**src/hw/rtl/tlvcmp_pkg.sv**
```systemverilog
// Shared types and constants for the TLV control message parser.
`timescale 1ns / 1ps
`default_nettype none
package tlvcmp_pkg;

    localparam int QueueDepth = 4;
    localparam int QueueAw    = $clog2(QueueDepth);

    localparam logic [1:0] KIND_DNS_CLEAR = 2'd0;
    localparam logic [1:0] KIND_DNS_ADDR  = 2'd1;
    localparam logic [1:0] KIND_PKT_DONE  = 2'd2;

    localparam logic [1:0] RPL_NONE    = 2'd0;
    localparam logic [1:0] RPL_CONFIG  = 2'd1;
    localparam logic [1:0] RPL_CONNECT = 2'd2;
    localparam logic [1:0] RPL_STATUS2 = 2'd3;

    localparam logic [1:0] ACT_NONE       = 2'd0;
    localparam logic [1:0] ACT_CONFIGURE  = 2'd1;
    localparam logic [1:0] ACT_DISCONNECT = 2'd2;

    localparam logic [31:0] MSG_CONFIG_REQ  = 32'h6b;
    localparam logic [31:0] MSG_CONNECT_REQ = 32'h7d;
    localparam logic [31:0] MSG_STATUS2_REQ = 32'h6d;
    localparam logic [31:0] MSG_DISCONNECT  = 32'h6e;
    localparam logic [31:0] MSG_CONFIGURE   = 32'h71;

    localparam logic [15:0] OBJ_IFACE  = 16'h01;
    localparam logic [15:0] OBJ_DNS    = 16'h02;
    localparam logic [15:0] OBJ_MTU    = 16'h06;
    localparam logic [15:0] OBJ_REASON = 16'hcb;

    localparam logic [31:0] MTU_OVERHEAD = 32'd40;

    typedef struct packed {
        logic        has_dns;
        logic [1:0]  dns_kind;
        logic [31:0] dns_addr;
        logic        has_fin;
        logic [31:0] msg_code;
        logic [31:0] if_addr;
        logic [31:0] if_mask;
        logic [31:0] if_gw;
        logic [31:0] mtu;
        logic [31:0] reason;
    } t_evt;

endpackage
`default_nettype wire

```
**src/hw/rtl/tlvcmp_front.sv**
```systemverilog
// Byte parser: walks header, objects and elements and builds event records.
`timescale 1ns / 1ps
`default_nettype none
module tlvcmp_front (
    input  wire                i_clk,
    input  wire                i_rst_n,
    input  wire                i_accept,
    input  wire  [7:0]         i_byte,
    output logic               o_push,
    output tlvcmp_pkg::t_evt   o_evt
);
    import tlvcmp_pkg::*;

    localparam logic [2:0] PH_HEADER    = 3'd0;
    localparam logic [2:0] PH_OBJ_HDR   = 3'd1;
    localparam logic [2:0] PH_ELEM_HDR  = 3'd2;
    localparam logic [2:0] PH_ELEM_DATA = 3'd3;
    localparam logic [2:0] PH_ELEM_SKIP = 3'd4;
    localparam logic [2:0] PH_PKT_SKIP  = 3'd5;

    logic [2:0]  r_phase, n_phase;
    logic [4:0]  r_cnt, n_cnt;
    logic [31:0] r_msg, n_msg;
    logic [31:0] r_pkt, n_pkt;
    logic [31:0] r_obj, n_obj;
    logic [15:0] r_id, n_id;
    logic [15:0] r_idx, n_idx;
    logic [31:0] r_elen, n_elen;
    logic [31:0] r_erem, n_erem;
    logic [31:0] r_val, n_val;
    logic [31:0] r_addr, n_addr;
    logic [31:0] r_mask, n_mask;
    logic [31:0] r_gw, n_gw;
    logic [31:0] r_mtu, n_mtu;
    logic [31:0] r_reason, n_reason;

    logic        do_obj_next, do_pkt_next, do_fin, do_apply;
    logic        has_dns;
    logic [1:0]  dns_kind;
    logic [31:0] dns_addr;
    logic [31:0] v;

    always_comb begin
        n_phase = r_phase; n_cnt = r_cnt; n_msg = r_msg; n_pkt = r_pkt;
        n_obj = r_obj; n_id = r_id; n_idx = r_idx; n_elen = r_elen;
        n_erem = r_erem; n_val = r_val; n_addr = r_addr; n_mask = r_mask;
        n_gw = r_gw; n_mtu = r_mtu; n_reason = r_reason;
        do_obj_next = 1'b0; do_pkt_next = 1'b0; do_fin = 1'b0; do_apply = 1'b0;
        has_dns = 1'b0; dns_kind = KIND_DNS_CLEAR; dns_addr = '0; v = '0;
        unique case (r_phase)
            PH_HEADER: begin
                if (r_cnt >= 5'd4 && r_cnt < 5'd8) begin
                    n_msg = {r_msg[23:0], i_byte};
                end else if (r_cnt >= 5'd16 && r_cnt < 5'd20) begin
                    n_pkt = {r_pkt[23:0], i_byte};
                end
                n_cnt = r_cnt + 5'd1;
                if (n_cnt >= 5'd20) begin
                    n_addr = '0; n_mask = '0; n_gw = '0; n_mtu = '0; n_reason = '0;
                    do_pkt_next = 1'b1;
                end
            end
            PH_OBJ_HDR: begin
                n_pkt = r_pkt - 32'd1;
                if (r_cnt < 5'd2) n_id = {r_id[7:0], i_byte};
                else              n_obj = {r_obj[23:0], i_byte};
                n_cnt = r_cnt + 5'd1;
                if (n_cnt >= 5'd6) begin
                    n_cnt = '0;
                    if (n_obj > n_pkt) begin
                        if (n_pkt == '0) do_fin = 1'b1;
                        else             n_phase = PH_PKT_SKIP;
                    end else begin
                        if (n_id == OBJ_DNS) begin
                            has_dns  = 1'b1;
                            dns_kind = KIND_DNS_CLEAR;
                        end else if (n_id == OBJ_REASON) begin
                            n_reason = '0;
                        end
                        do_obj_next = 1'b1;
                    end
                end
            end
            PH_ELEM_HDR: begin
                n_pkt = r_pkt - 32'd1;
                n_obj = r_obj - 32'd1;
                if (r_cnt < 5'd2) n_idx = {r_idx[7:0], i_byte};
                else              n_elen = {r_elen[23:0], i_byte};
                n_cnt = r_cnt + 5'd1;
                if (n_cnt >= 5'd6) begin
                    n_cnt = '0;
                    n_val = '0;
                    if (n_elen > n_obj) begin
                        if (n_obj == '0) do_obj_next = 1'b1;
                        else             n_phase = PH_ELEM_SKIP;
                    end else if (n_elen == '0) begin
                        do_apply = 1'b1;
                        do_obj_next = 1'b1;
                    end else begin
                        n_erem = n_elen;
                        n_phase = PH_ELEM_DATA;
                    end
                end
            end
            PH_ELEM_DATA: begin
                n_pkt = r_pkt - 32'd1;
                n_obj = r_obj - 32'd1;
                n_val = {r_val[23:0], i_byte};
                n_erem = r_erem - 32'd1;
                if (n_erem == '0) begin
                    do_apply = 1'b1;
                    do_obj_next = 1'b1;
                end
            end
            PH_ELEM_SKIP: begin
                n_pkt = r_pkt - 32'd1;
                n_obj = r_obj - 32'd1;
                if (n_obj == '0) do_obj_next = 1'b1;
            end
            PH_PKT_SKIP: begin
                n_pkt = r_pkt - 32'd1;
                if (n_pkt == '0) do_fin = 1'b1;
            end
            default: begin
                n_phase = PH_HEADER;
                n_cnt = '0;
            end
        endcase

        if (do_apply) begin
            v = (n_elen == 32'd4) ? n_val : 32'd0;
            unique case (n_id)
                OBJ_MTU: if (n_idx == 16'd2) n_mtu = v;
                OBJ_IFACE: begin
                    if (n_idx == 16'd1)      n_addr = v;
                    else if (n_idx == 16'd2) n_mask = v;
                    else if (n_idx == 16'd3) n_gw = v;
                end
                OBJ_DNS: begin
                    if (n_idx == 16'd1) begin
                        has_dns  = 1'b1;
                        dns_kind = KIND_DNS_ADDR;
                        dns_addr = v;
                    end
                end
                OBJ_REASON: if (n_idx == 16'd1) n_reason = v;
                default: ;
            endcase
        end

        if (do_obj_next) begin
            n_cnt = '0;
            if (n_obj == '0)        do_pkt_next = 1'b1;
            else if (n_obj < 32'd6) n_phase = PH_ELEM_SKIP;
            else                    n_phase = PH_ELEM_HDR;
        end
        if (do_pkt_next) begin
            n_cnt = '0;
            if (n_pkt == '0)        do_fin = 1'b1;
            else if (n_pkt < 32'd6) n_phase = PH_PKT_SKIP;
            else                    n_phase = PH_OBJ_HDR;
        end
        if (do_fin) begin
            n_phase = PH_HEADER;
            n_cnt = '0;
        end
    end

    always_comb begin
        o_push          = i_accept && (has_dns || do_fin);
        o_evt.has_dns   = has_dns;
        o_evt.dns_kind  = dns_kind;
        o_evt.dns_addr  = dns_addr;
        o_evt.has_fin   = do_fin;
        o_evt.msg_code  = n_msg;
        o_evt.if_addr   = n_addr;
        o_evt.if_mask   = n_mask;
        o_evt.if_gw     = n_gw;
        o_evt.mtu       = n_mtu;
        o_evt.reason    = n_reason;
    end

    always_ff @(posedge i_clk) begin
        if (!i_rst_n) begin
            r_phase <= PH_HEADER; r_cnt <= '0; r_msg <= '0; r_pkt <= '0;
            r_obj <= '0; r_id <= '0; r_idx <= '0; r_elen <= '0; r_erem <= '0;
            r_val <= '0; r_addr <= '0; r_mask <= '0; r_gw <= '0; r_mtu <= '0;
            r_reason <= '0;
        end else if (i_accept) begin
            r_phase <= n_phase; r_cnt <= n_cnt; r_msg <= n_msg; r_pkt <= n_pkt;
            r_obj <= n_obj; r_id <= n_id; r_idx <= n_idx; r_elen <= n_elen;
            r_erem <= n_erem; r_val <= n_val; r_addr <= n_addr; r_mask <= n_mask;
            r_gw <= n_gw; r_mtu <= n_mtu; r_reason <= n_reason;
        end
    end

endmodule
`default_nettype wire

```
**src/hw/rtl/tlvcmp_queue.sv**
```systemverilog
// Event queue between the parser and the output stage.
`timescale 1ns / 1ps
`default_nettype none
module tlvcmp_queue (
    input  wire                i_clk,
    input  wire                i_rst_n,
    input  wire                i_push,
    input  tlvcmp_pkg::t_evt   i_evt,
    input  wire                i_pop,
    output tlvcmp_pkg::t_evt   o_head,
    output logic               o_empty,
    output logic               o_full
);
    import tlvcmp_pkg::*;

    t_evt r_mem [QueueDepth];
    logic [QueueAw-1:0] r_wr, r_rd;
    logic [QueueAw:0]   r_count;

    assign o_empty = (r_count == '0);
    assign o_full  = (r_count == (QueueAw+1)'(QueueDepth));
    assign o_head  = r_mem[r_rd];

    always_ff @(posedge i_clk) begin
        if (i_push) r_mem[r_wr] <= i_evt;
    end

    always_ff @(posedge i_clk) begin
        if (!i_rst_n) begin
            r_wr <= '0;
            r_rd <= '0;
            r_count <= '0;
        end else begin
            if (i_push) r_wr <= r_wr + 1'b1;
            if (i_pop)  r_rd <= r_rd + 1'b1;
            r_count <= r_count + (QueueAw+1)'(i_push) - (QueueAw+1)'(i_pop);
        end
    end

    a_no_overflow: assert property (@(posedge i_clk) disable iff (!i_rst_n)
        o_full |-> !i_push) else $error("push into full queue");
    a_no_underflow: assert property (@(posedge i_clk) disable iff (!i_rst_n)
        o_empty |-> !i_pop) else $error("pop from empty queue");
    a_count_range: assert property (@(posedge i_clk) disable iff (!i_rst_n)
        r_count <= (QueueAw+1)'(QueueDepth)) else $error("queue count out of range");
    a_count_step: assert property (@(posedge i_clk) disable iff (!i_rst_n)
        (i_push && !i_pop) |=> (r_count == $past(r_count) + 1'b1))
        else $error("queue count did not advance");

endmodule
`default_nettype wire

```
**src/hw/rtl/tlvcmp_back.sv**
```systemverilog
// Output stage: splits queued events into result beats.
`timescale 1ns / 1ps
`default_nettype none
module tlvcmp_back (
    input  wire                i_clk,
    input  wire                i_rst_n,
    input  tlvcmp_pkg::t_evt   i_head,
    input  wire                i_empty,
    output logic               o_pop,
    input  wire                i_m_tready,
    output logic               o_m_tvalid,
    output logic [1:0]         o_kind,
    output logic [31:0]        o_dns_addr,
    output logic [31:0]        o_msg_code,
    output logic [1:0]         o_req,
    output logic [1:0]         o_act,
    output logic [31:0]        o_if_addr,
    output logic [31:0]        o_if_mask,
    output logic [31:0]        o_if_gw,
    output logic [31:0]        o_mtu,
    output logic [31:0]        o_reason,
    output logic               o_last
);
    import tlvcmp_pkg::*;

    logic        r_valid, r_half;
    logic        load, take_dns;
    logic [1:0]  req, act;

    assign load     = !r_valid || i_m_tready;
    assign take_dns = i_head.has_dns && !r_half;
    assign o_pop    = load && !i_empty && !(take_dns && i_head.has_fin);
    assign o_m_tvalid = r_valid;

    always_comb begin
        req = RPL_NONE;
        act = ACT_NONE;
        if (i_head.msg_code == MSG_CONFIG_REQ)       req = RPL_CONFIG;
        else if (i_head.msg_code == MSG_CONNECT_REQ) req = RPL_CONNECT;
        else if (i_head.msg_code == MSG_STATUS2_REQ) req = RPL_STATUS2;
        else if (i_head.msg_code == MSG_DISCONNECT)  act = ACT_DISCONNECT;
        else if (i_head.msg_code == MSG_CONFIGURE)   act = ACT_CONFIGURE;
    end

    always_ff @(posedge i_clk) begin
        if (!i_rst_n) begin
            r_valid <= 1'b0;
            r_half  <= 1'b0;
        end else if (load) begin
            r_valid <= !i_empty;
            if (!i_empty) r_half <= take_dns && i_head.has_fin;
        end
    end

    always_ff @(posedge i_clk) begin
        if (load && !i_empty) begin
            if (take_dns) begin
                o_kind <= i_head.dns_kind;
                o_dns_addr <= i_head.dns_addr;
                o_msg_code <= '0; o_req <= RPL_NONE; o_act <= ACT_NONE;
                o_if_addr <= '0; o_if_mask <= '0; o_if_gw <= '0;
                o_mtu <= '0; o_reason <= '0;
                o_last <= !i_head.has_fin;
            end else begin
                o_kind <= KIND_PKT_DONE;
                o_dns_addr <= '0;
                o_msg_code <= i_head.msg_code; o_req <= req; o_act <= act;
                o_if_addr <= i_head.if_addr; o_if_mask <= i_head.if_mask;
                o_if_gw <= i_head.if_gw;
                o_mtu <= i_head.mtu - MTU_OVERHEAD;
                o_reason <= i_head.reason;
                o_last <= 1'b1;
            end
        end
    end

    a_half_needs_data: assert property (@(posedge i_clk) disable iff (!i_rst_n)
        r_half |-> !i_empty) else $error("split event lost its entry");
    a_half_last: assert property (@(posedge i_clk) disable iff (!i_rst_n)
        (r_half && r_valid) |-> !o_last) else $error("first half marked last");
    a_hold: assert property (@(posedge i_clk) disable iff (!i_rst_n)
        (r_valid && !i_m_tready) |=> r_valid) else $error("beat dropped");

endmodule
`default_nettype wire

```
**src/hw/rtl/tlv_control_message_parser_top.sv**
```systemverilog
// Top level of the TLV control message parser.
`timescale 1ns / 1ps
`default_nettype none
// Takes one control-stream byte per beat and returns dns-clear, dns-address
// and packet-finished events. A byte is taken every cycle while the 4-entry
// event queue has room; a byte that yields two events needs two output beats,
// so the input stalls only when the output side falls behind. The event is
// queued at the edge that accepts the byte and then loaded into the output
// register once that register is free and the event is at the queue head.
module tlv_control_message_parser_top (
    input  wire          i_clk,
    input  wire          i_rst_n,
    input  wire          s_tvalid,
    output logic         s_tready,
    input  wire  [7:0]   s_tdata,   // in_byte
    output logic         m_tvalid,
    input  wire          m_tready,
    output logic [231:0] m_tdata,   // dns_address, message_type, reply_request, action,
                                    // if_address, if_netmask, if_gateway, tunnel_mtu,
                                    // disconnect_reason, zero pad
    output logic [1:0]   m_tuser,   // event_kind
    output logic         m_tlast    // last
);
    import tlvcmp_pkg::*;

    t_evt        evt, head;
    logic        push, pop, empty, full, accept;
    logic [31:0] dns_addr, msg_code, if_addr, if_mask, if_gw, mtu, reason;
    logic [1:0]  req, act;

    assign s_tready = !full;
    assign accept   = s_tvalid && !full;

    tlvcmp_front u_front (
        .i_clk(i_clk), .i_rst_n(i_rst_n), .i_accept(accept), .i_byte(s_tdata),
        .o_push(push), .o_evt(evt)
    );

    tlvcmp_queue u_queue (
        .i_clk(i_clk), .i_rst_n(i_rst_n), .i_push(push), .i_evt(evt),
        .i_pop(pop), .o_head(head), .o_empty(empty), .o_full(full)
    );

    tlvcmp_back u_back (
        .i_clk(i_clk), .i_rst_n(i_rst_n), .i_head(head), .i_empty(empty),
        .o_pop(pop), .i_m_tready(m_tready), .o_m_tvalid(m_tvalid),
        .o_kind(m_tuser), .o_dns_addr(dns_addr), .o_msg_code(msg_code),
        .o_req(req), .o_act(act), .o_if_addr(if_addr), .o_if_mask(if_mask),
        .o_if_gw(if_gw), .o_mtu(mtu), .o_reason(reason), .o_last(m_tlast)
    );

    assign m_tdata = {4'b0, reason, mtu, if_gw, if_mask, if_addr, act, req,
                      msg_code, dns_addr};

endmodule
`default_nettype wire
```
**config.mk**
```make
export PLATFORM = sky130hd
export DESIGN_NAME = tlv_control_message_parser_top
export DESIGN_NICKNAME = d
export VERILOG_FILES = /design/src/hw/rtl/tlvcmp_pkg.sv /design/src/hw/rtl/tlvcmp_front.sv /design/src/hw/rtl/tlvcmp_queue.sv /design/src/hw/rtl/tlvcmp_back.sv /design/src/hw/rtl/tlv_control_message_parser_top.sv
export SDC_FILE = /design/constraint.sdc
export NUM_CORES = 2
export LEC_CHECK = 0
export BUFFER_PORTS_ARGS = -buffer_cell sky130_fd_sc_hd__buf_2
export CORE_UTILIZATION = 40
export CTS_CLUSTER_SIZE = 8
export DETAILED_ROUTE_END_ITERATION = 6
export PLACE_DENSITY = 0.68
export SLEW_MARGIN = 30
export SYNTH_ARGS = -nofsm -noshare
export SYNTH_HDL_FRONTEND = slang
export SYNTH_SLANG_ARGS = --single-unit
```
**constraint.sdc**
```tcl
create_clock -name i_clk -period 27.5 [get_ports i_clk]
set_clock_uncertainty 0.1 [all_clocks]
set_input_delay 1.375 -clock i_clk [delete_from_list [all_inputs] [get_ports i_clk]]
set_output_delay 1.375 -clock i_clk [all_outputs]
set_load 0.03 [all_outputs]
```
==> impl_metrics.yaml <==
drt:
  drt_iter0_markers: 5899
  wl_per_cell_microns: 25.2
  route.final.wire_length_mm: 206
  drt_pre_antenna_iters: 7
  avgViaCountPerCell: 5.93
  num_vias: 48300
  antenna_left: 0
  drc: 0
critical_path:
  criticalPathCategory: "reg -> reg"
  path_max_fanout: 56
  startpoint_type: "register"
  cp-end-kind: "register"
  cp_data_required_time_ns: 27.83
  critical_path_arrival_ns: 8.90
power:
  irDropWorstVdd_uv: 74.2
  static-leakage-power_nw: 26.2
  power-per-cell-area_mw_per_mm2: 92.3
yosys:
  synth_enable_flop_cells: 1139
  post_synth.cell_area_avg_sq_um: 12.2
  synth.yosys.warnings: 0
  synth_area_leaders: "edfxtp_1, dfxtp_1, mux4_2"
  synth_top_cell_by_area: "edfxtp_1"
  synth_area_sq_mm: 0.0687
  synth_seq_cells: 1542
  synth_seq_area_share: 0.615
  ys_dominant_reg_cell: "edfxtp_1"
  synth_cell_type_count: 95
  synth_top_area_share: 0.498
  post_synthesis_instance_total: 5649
  async_reset_ff_frac: 0
timing:
  timing_worst_slew_pin_value_ns: 1.11
  hold_viol_final: 0
  grt_setup_unrepaired: "no"
  slew_headroom: 0.261
  final-max-slew-violation-count: 0
  setup_viol_count_final: 0
  final_period_util: 0.312
  fmaxAchievable_mhz: 117
  period_needed_ns: 8.58
  post_route_setup_tns_ns: 0
floorplanning:
  core.rowCount: 151
  design.portCount: 249
  fp.dieH_microns: 416
  die-width_microns: 416
  start_util: 0.404
  die-area_sq_mm: 0.173
  core_area_sq_mm: 0.170
cells_and_area:
  largest_register_ff_count: 908
  flow.area_growth_from_synthesis_pct: 14.0
  fin_cells: 8153
  final_net_count: 5866
  antenna_diode_count: 0
  layout.cells.most_common: "edfxtp_1"
  filler_cell_count: 15100
  final_layout_size_suffix_gt1_frac: 0.157
  final_cell_mix: "edfxtp_1, nand2_1, nor2_1"
  multi_input_comb_area_sq_mm: 0.0246
  max_flop_register: "u_queue.r_mem"
  seqCellArea_sq_mm: 0.0423
place:
  gp_congestion: 1.01
  place.detailed.instances: 7777
  dp.final_hpwl_mm: 134
  port_buffers: 244
clocking:
  path_clk_slew_ns: 0.05
  cts-buffers-inserted: 214
  clock_sink_count: 1542
  ctsHoldBuffers: 0
  cts-root-to-sink-buffers: 3
  post_cts_resized: 0
  tritoncts: "built"
  setup_fix_buffers_added_after_clock_tree_synthesis: 0
  cts_max_level: 4
  clkLatencyLatePin_ns: 0.87
  ctsRootBufferMaster: "clkbuf_16"
grt:
  grt_start_max_net_pins: 144
  grt-ovfl-total: 0
  antenna_found_initial: 2
  number_of_global_route_vias_before_repair: 46300
  grt_use_total: 0.231
  grt_pass1_wl_mm: 303
outcome:
  outcome: "finished, final reports clean"
run:
  number_of_max_capacitance_violations_reported: 0
hold_path:
  worstHoldPathType: "reg -> reg"
## cell type report
cell class	count	area share
Clock buffer	358	0.0759
Sequential cell	1542	0.540
Clock inverter	18	0.00511
Inverter	76	0.00374
Tap cell	2218	0.0354
Timing Repair Buffer	346	0.0261
Multi-Input combinational cell	3595	0.314
## critical path, cell delays in order, from the launching register on
cell and delay (ns):
dfxtp_1 0.40, or4_1 0.75, nor4_1 0.87, nand2_1 0.29, nor2_1 0.21, xnor2_1 0.22
ha_1 0.31, a21oi_1 0.14, nor2_1 0.05, a211oi_1 0.21, o22ai_1 0.11, o32ai_1 0.77
nand2_1 0.17, nand2_1 0.13, a211oi_1 0.12, o21ai_1 0.27, a21oi_1 0.26, nor3b_2 0.26
buf_4 0.68, buf_4 0.85, buf_4 0.79
## routing by layer
metal  global-route usage  wire length (microns)  share of wire
met1                0.306                  82400           0.40
met2                0.366                  96600           0.47
met3               0.0419                  16100          0.079
met4                0.115                  10400          0.051
met5                    0                     26        0.00013
## metrics by stage
step | hold slack [ns] | setup WS [ns] | total power, mW | cell area [sq um] | util
global route | 0.370 | 18.36 | 7.51 | 78300 | 0.461
detailed placement | 0.343 | 18.94 | 4.81 | 71900 | 0.423
CTS | 0.354 | 18.83 | 7.28 | 78300 | 0.460
global placement | 0.333 | 18.76 | 4.80 | 71900 | 0.423
finish | 0.352 | 18.92 | 7.22 | 78300 | 0.461
floorplan | 0.325 | 4.95 | 4.32 | 68700 | -
## logic make-up after synthesis
kind of cell    after synthesis  share of synthesized area
simple gates               2096                      0.149
buf+inv                     515                     0.0300
fa+ha+maj                    81                     0.0148
xor+xnor                     93                     0.0119
compound gates             1031                     0.0949
flops                      1542                      0.615
other cells                   1                  0.0000546
mux                         290                     0.0841
## final timing paths
path         cells after the start  slack [ns]               from             endpoint
min reg2reg                      2        0.35  u_front.r_mask[3]    u_front.r_mask[3]
max reg2reg                     20       18.92   u_front.r_pkt[5]  u_queue.r_mem[1][9]
min                              2        0.35  u_front.r_mask[3]    u_front.r_mask[3]
max                             20       18.92   u_front.r_pkt[5]  u_queue.r_mem[1][9]
## synthesized netlist by cell type (18+ instances only)
library cell and n:
nor2_1 461, nand4_1 73, nor3_1 146, mux4_2 226
mux2_2 37, xor2_1 36, and2_1 246, xnor2_1 57
mux2i_1 27, o31ai_1 25, inv_1 76, nor2b_1 18
buf_2 20, a22o_1 36, nand2_1 612, nand2b_1 27
o21ai_0 321, a31oi_1 122, or4_1 24, nand3b_1 24
buf_1 62, nor4_1 73, or3_1 25, ha_1 78
a21oi_1 185, edfxtp_1 1139, dfxtp_1 403, o22ai_1 22
nand3_1 227, clkbuf_1 335, a22oi_1 85, and3_1 52
a211oi_1 68
## power breakdown
group	switching [mW]	internal [mW]	total, mW	leakage (nW)
sequential	0.116	2.85	2.97	13.0
combinational	1.24	0.558	1.80	10.1
clock	0.989	1.47	2.46	3.00
(Power assumes the default switching activity.)
